==> src/hdl/unit_hydrograph_sediment_routing_defines.svh <==
// Assertion macros for the sediment routing block.
// Used by the top level; expects clk and rst_n in scope.
`ifndef UNIT_HYDROGRAPH_SEDIMENT_ROUTING_DEFINES_SVH
`define UNIT_HYDROGRAPH_SEDIMENT_ROUTING_DEFINES_SVH

// same-cycle implication, off during reset
`define UHSR_ASSERT_IMP(lbl, ante, cons, msg) \
  lbl: assert property (@(posedge clk) disable iff (!rst_n) (ante) |-> (cons)) \
    else $error(msg);

// next-cycle implication, off during reset
`define UHSR_ASSERT_NXT(lbl, ante, cons, msg) \
  lbl: assert property (@(posedge clk) disable iff (!rst_n) (ante) |=> (cons)) \
    else $error(msg);

`endif

==> src/hdl/uhsr_pkg.sv <==
// Types, codes and helpers shared by the sediment routing block.
// No dependencies.
package uhsr_pkg;

  localparam logic [1:0] ACT_LOAD = 2'd0;
  localparam logic [1:0] ACT_STEP = 2'd1;
  localparam logic [1:0] ACT_EOS  = 2'd2;
  localparam logic [1:0] ACT_NONE = 2'd3;

  localparam logic [1:0] KIND_OUTFLOW = 2'd0;
  localparam logic [1:0] KIND_SUM     = 2'd1;
  localparam logic [1:0] KIND_TOTAL   = 2'd2;
  localparam logic [1:0] KIND_ERROR   = 2'd3;

  typedef struct packed {
    logic [1:0]  action;
    logic [9:0]  cell_index;
    logic [3:0]  delay_position;
    logic [15:0] weight;
    logic [31:0] sediment_yield;
    logic [3:0]  subbasin_id;
  } uhsr_in_word_t;

  typedef struct packed {
    logic [1:0]  kind;
    logic [9:0]  index;
    logic [31:0] amount;
    logic        last;
  } uhsr_out_word_t;

  typedef struct packed {
    logic accept;
    logic clr_step;
    logic mac_issue;
    logic sum_rd;
    logic sum_upd;
    logic err_emit;
    logic eos_rd;
    logic eos_emit;
    logic total_emit;
  } uhsr_cmd_t;

  typedef struct packed {
    logic       clr_last;
    logic [1:0] act;
    logic       cell_bad;
    logic       cnt_zero;
    logic       mac_last;
    logic       pipe_empty;
    logic       target_bad;
    logic       sweep_last;
    logic       out_free;
  } uhsr_sts_t;

  function automatic logic [31:0] sat_add(input logic [31:0] a, input logic [31:0] b);
    logic [32:0] s;
    s = {1'b0, a} + {1'b0, b};
    return s[32] ? 32'hFFFF_FFFF : s[31:0];
  endfunction

endpackage

==> src/hdl/uhsr_ctrl.sv <==
// Sequencer of the sediment routing block: clear sweep, MAC pass, sum update, end-of-step sweep.
// Depends on uhsr_pkg.
module uhsr_ctrl import uhsr_pkg::*; (
  input  logic      clk,
  input  logic      rst_n,
  input  logic      in_valid,
  output logic      in_ready,
  input  uhsr_sts_t sts,
  output uhsr_cmd_t cmd
);

  typedef enum logic [9:0] {
    S_CLEAR  = 10'b00_0000_0001,
    S_IDLE   = 10'b00_0000_0010,
    S_MAC    = 10'b00_0000_0100,
    S_DRAIN  = 10'b00_0000_1000,
    S_SUMRD  = 10'b00_0001_0000,
    S_SUMUPD = 10'b00_0010_0000,
    S_ERR    = 10'b00_0100_0000,
    S_EOSRD  = 10'b00_1000_0000,
    S_EOSOUT = 10'b01_0000_0000,
    S_TOTAL  = 10'b10_0000_0000
  } uhsr_state_t;

  uhsr_state_t state_r, state_nxt;

  always_ff @(posedge clk) begin
    if (!rst_n) begin
      state_r <= S_CLEAR;
    end else begin
      state_r <= state_nxt;
    end
  end

  always_comb begin
    state_nxt = state_r;
    in_ready  = 1'b0;
    cmd       = '0;
    case (state_r)
      S_CLEAR: begin
        cmd.clr_step = 1'b1;
        if (sts.clr_last) state_nxt = S_IDLE;
      end
      S_IDLE: begin
        in_ready = 1'b1;
        if (in_valid) begin
          cmd.accept = 1'b1;
          case (sts.act)
            ACT_STEP: state_nxt = sts.cell_bad ? S_ERR : S_MAC;
            ACT_EOS:  state_nxt = sts.cnt_zero ? S_TOTAL : S_EOSRD;
            default:  state_nxt = S_IDLE;
          endcase
        end
      end
      S_MAC: begin
        cmd.mac_issue = 1'b1;
        if (sts.mac_last) state_nxt = S_DRAIN;
      end
      S_DRAIN: begin
        if (sts.pipe_empty) state_nxt = sts.target_bad ? S_ERR : S_SUMRD;
      end
      S_SUMRD: begin
        cmd.sum_rd = 1'b1;
        state_nxt  = S_SUMUPD;
      end
      S_SUMUPD: begin
        if (sts.out_free) begin
          cmd.sum_upd = 1'b1;
          state_nxt   = S_IDLE;
        end
      end
      S_ERR: begin
        if (sts.out_free) begin
          cmd.err_emit = 1'b1;
          state_nxt    = S_IDLE;
        end
      end
      S_EOSRD: begin
        cmd.eos_rd = 1'b1;
        state_nxt  = S_EOSOUT;
      end
      S_EOSOUT: begin
        if (sts.out_free) begin
          cmd.eos_emit = 1'b1;
          state_nxt    = sts.sweep_last ? S_TOTAL : S_EOSRD;
        end
      end
      S_TOTAL: begin
        if (sts.out_free) begin
          cmd.total_emit = 1'b1;
          state_nxt      = S_IDLE;
        end
      end
      default: begin
        state_nxt = S_CLEAR;
      end
    endcase
  end

endmodule

==> config.mk <==
export PLATFORM = sky130hd
export DESIGN_NAME = uhsr_ctrl
export DESIGN_NICKNAME = d
export VERILOG_FILES = /design/src/hdl/unit_hydrograph_sediment_routing_defines.svh /design/src/hdl/uhsr_pkg.sv /design/src/hdl/uhsr_ctrl.sv
export SDC_FILE = /design/constraint.sdc
export NUM_CORES = 1
export LEC_CHECK = 0
export BUFFER_PORTS_ARGS = -buffer_cell sky130_fd_sc_hd__buf_2
export CAP_MARGIN = 5
export CORE_UTILIZATION = 45
export CTS_CLUSTER_DIAMETER = 200
export DETAILED_ROUTE_END_ITERATION = 16
export PLACE_DENSITY = 0.8
export SLEW_MARGIN = 20
export SYNTH_ARGS = -nofsm -noshare
export SYNTH_HDL_FRONTEND = slang
export SYNTH_SLANG_ARGS = --single-unit
==> constraint.sdc <==
create_clock -name clk -period 2.05 [get_ports clk]
set_input_delay 0.1025 -clock clk [delete_from_list [all_inputs] [get_ports clk]]
set_output_delay 0.1025 -clock clk [all_outputs]
set_load 0.05 [all_outputs]
==> flow_metrics.tcl <==
set metrics [dict create \
    status "completed" \
    yosysWarnings 0 \
    largest_reg_flops 10 \
    maxSlewHeadroom 0.7345 \
    dieWidth_um 44.55 \
    critPathMaxFanout 4 \
    holdPathStages 2 \
    drc 0 \
    grt_pass1_vias 844 \
    ys_ff_latch 10 \
    firstDrtPassIters 4 \
    slew_viol_final 0 \
    drive_gt1_frac 0.3433 \
    antenna_found_initial 0 \
    ioPinCount 23 \
    syn-mean-instance-area_um2 7.757 \
    dieHeight_um 44.55 \
    crit_path_end_kind "output pin" \
    critPathBufInv 1 \
    worstPathArrival_ns 1.91 \
    p_leak_nw 0.4457 \
    coreArea_um2 1708 \
    ys_seq_area_frac 0.2458 \
    post_cts_buffers 0 \
    rrSetupSlack_ns 0.04 \
    rsz0062_at_grt "true" \
    fin_crit_ns 2.011 \
    power_density_nw_per_um2 833.4 \
    worstHoldStart "sts[2]" \
    utilization 0.6183 \
    clock_latency_ns 0.26 \
    cts_sinks 10 \
    vias 979 \
    worst_setup_path_start_kind "register" \
    worstPathCellList "or4_4 -> or3_4 -> nor2_1 -> buf_2" \
    cts_max_level 1 \
    diodes 0 \
    layout.nets 151 \
    io_buffers 22 \
    crit_slowest_cell "or4_4" \
    finalCritPeriodShare 0.9811 \
    mostFrequentLayoutCell "buf_2" \
    clkSlewWorstSetupHoldPaths_ns 0.06 \
    max_stage_delay_ns 0.55 \
    fill_cells 154 \
    largestRegisters "state_r (10)" \
    hp-class "in -> reg" \
    netlist_area_um2 814.5 \
    r2r_cells 5 \
    vdd_drop_max_uv 509.2 \
    rr_startpoint "state_r[0]$_SDFFE_PN1P_" \
    crit_type "reg -> out" \
    wl_um 2275 \
    grt_pass1_wl_um 3539 \
    groute.usage.overall 0.2420 \
    num_rows 15 \
    cts.path.max_buffers 2 \
    syn_inst 105 \
    cts-root-buf "clkbuf_4" \
    antenna_left 0 \
    first_iter_violations 50 \
    finalHoldViolCount 0 \
    grt_overflow_total 0 \
    power_mw 0.8801 \
    largest_register "state_r" \
    drv_cap 0 \
    dp_hpwl_um 1784 \
    worst_pin_slew_ns 0.3927 \
    synth.distinct_cells 43 \
    tritoncts "done" \
    holdPathEnd "state_r[4]$_SDFFE_PN0P_" \
    start_util 0.4769 \
    cp.required_ns 1.95 \
    routed_via_density 6.157 \
    finalSetupViolations 0 \
    cts_buffers 3 \
    critPathTopFamily "simple AND/OR/NAND/NOR gates" \
    fmax_mhz 497.2 \
    synth_nets 120 \
    place_congestion 0.8864 \
    die_area_um2 1984 \
    grt_max_degree 10 \
    timing.rr.end "state_r[1]$_SDFFE_PN0P_" \
    most-common-layout-cells "19 x buf_2, 11 x buf_4, 10 x nor2_1, 10 x dfxtp_1" \
    finalClockSkew_ns 0.002539 \
    area_growth_pct 29.65 \
    wl_per_cell_um 14.31 \
]
-- through the flow --
stage / setup TNS (ns) / cell area (um^2) / hold slack (ns) / setup slack, ns / cells
after floorplan: -0.1274 / 828.3 / 0.1743 / -0.06372 / 105
final: 0 / 1056 / 0.02735 / 0.03878 / 159
after detailed placement: 0 / 1003 / 0.3003 / 0.08485 / 156
after global routing: -0.02087 / 1056 / 0.02445 / -0.02087 / 159
after global placement: 0 / 1003 / 0.3045 / 0.1259 / 156
after CTS: 0 / 1028 / 0.02009 / 0.0007914 / 159
-- cell usage after synthesis --
library cell   n  area, um^2
and4_1         1       8.760
ha_1           2       25.02
nand3_1        7       35.03
clkbuf_2       1       5.000
a31oi_1        1       6.260
nand4b_1       1       8.760
nor3_1         4       20.02
nor4_1         1       6.260
dfxtp_1       10       200.2
nand3b_1       1       7.510
o32a_1         1       10.01
o211ai_1       1       7.510
or3_4          1       11.26
or4b_2         1       10.01
or4_4          1       11.26
a21oi_1        3       15.01
and4b_1        1       10.01
nand2b_1       3       18.77
o21a_1         3       22.52
nand2_1        6       22.52
a211o_2        1       10.01
inv_1          7       26.28
a21oi_2        1       8.760
o31a_1         1       8.760
a311oi_1       2       17.52
and4_2         1       10.01
buf_2          2       10.01
o21ai_0        5       25.02
xor2_1         2       17.52
a211oi_2       1       12.51
o32ai_1        1       8.760
buf_6          2       22.52
a211oi_1       1       7.510
nor4bb_1       1       10.01
nor4b_1        5       43.79
and2_1         1       6.260
and3_1         1       6.260
o22ai_1        1       6.260
a21boi_0       3       22.52
nor2_1        11       41.29
nand4_1        3       18.77
a211o_1        1       8.760
clkbuf_1       1       3.750
-- cells by family after synthesis --
group | share of synthesized area
DFF | 0.2458
AOI/OAI and AO/OA | 0.2427
buffers and inverters | 0.08294
adders and majority gates | 0.03072
and+or+nand+nor | 0.3764
xor gates and xnor gates | 0.02151
-- power breakdown --
group	leakage (nW)	switching, mW	internal (mW)
logic	0.351	0.302	0.218
registers	0.0812	0.0136	0.216
clock network	0.0138	0.0635	0.0677
total	0.446	0.379	0.501
-- layout make-up --
class                      instances  area, um^2  share of cell area
clock buffer                       3       22.52             0.02133
inverter                           7       26.28             0.02488
multi-input combinational         82       579.3              0.5486
sequential                        10       200.2              0.1896
tap                               25       31.28             0.02962
timing repair buffer              32       196.4              0.1860
-- routing by layer --
layer  routed length [um]  track usage
met5                    0            0
met4                   37       0.1394
met3                  180      0.02449
met2                 1138       0.4029
met1                  919       0.3012
-- how the worst max path moves through the flow --
stage | end | from | cells after the start
detailed placement | state_r[1]$_SDFFE_PN0P_ | state_r[0]$_SDFFE_PN1P_ | 5
finish | cmd[3] | state_r[0]$_SDFFE_PN1P_ | 4
global route | state_r[1]$_SDFFE_PN0P_ | state_r[0]$_SDFFE_PN1P_ | 5
global placement | state_r[1]$_SDFFE_PN0P_ | state_r[0]$_SDFFE_PN1P_ | 5
floorplan | state_r[8]$_SDFFE_PN0P_ | state_r[1]$_SDFFE_PN0P_ | 5
CTS | cmd[0] | state_r[0]$_SDFFE_PN1P_ | 5
-- timing repair --
| item | CTS | global route |
|---|---|---|
| hold buffers | 0 | 0 |
| resized for setup | 1 | 7 |
| setup endpoints to repair | 1 | 6 |
No activity file was read; power rests on OpenSTA's default activity.
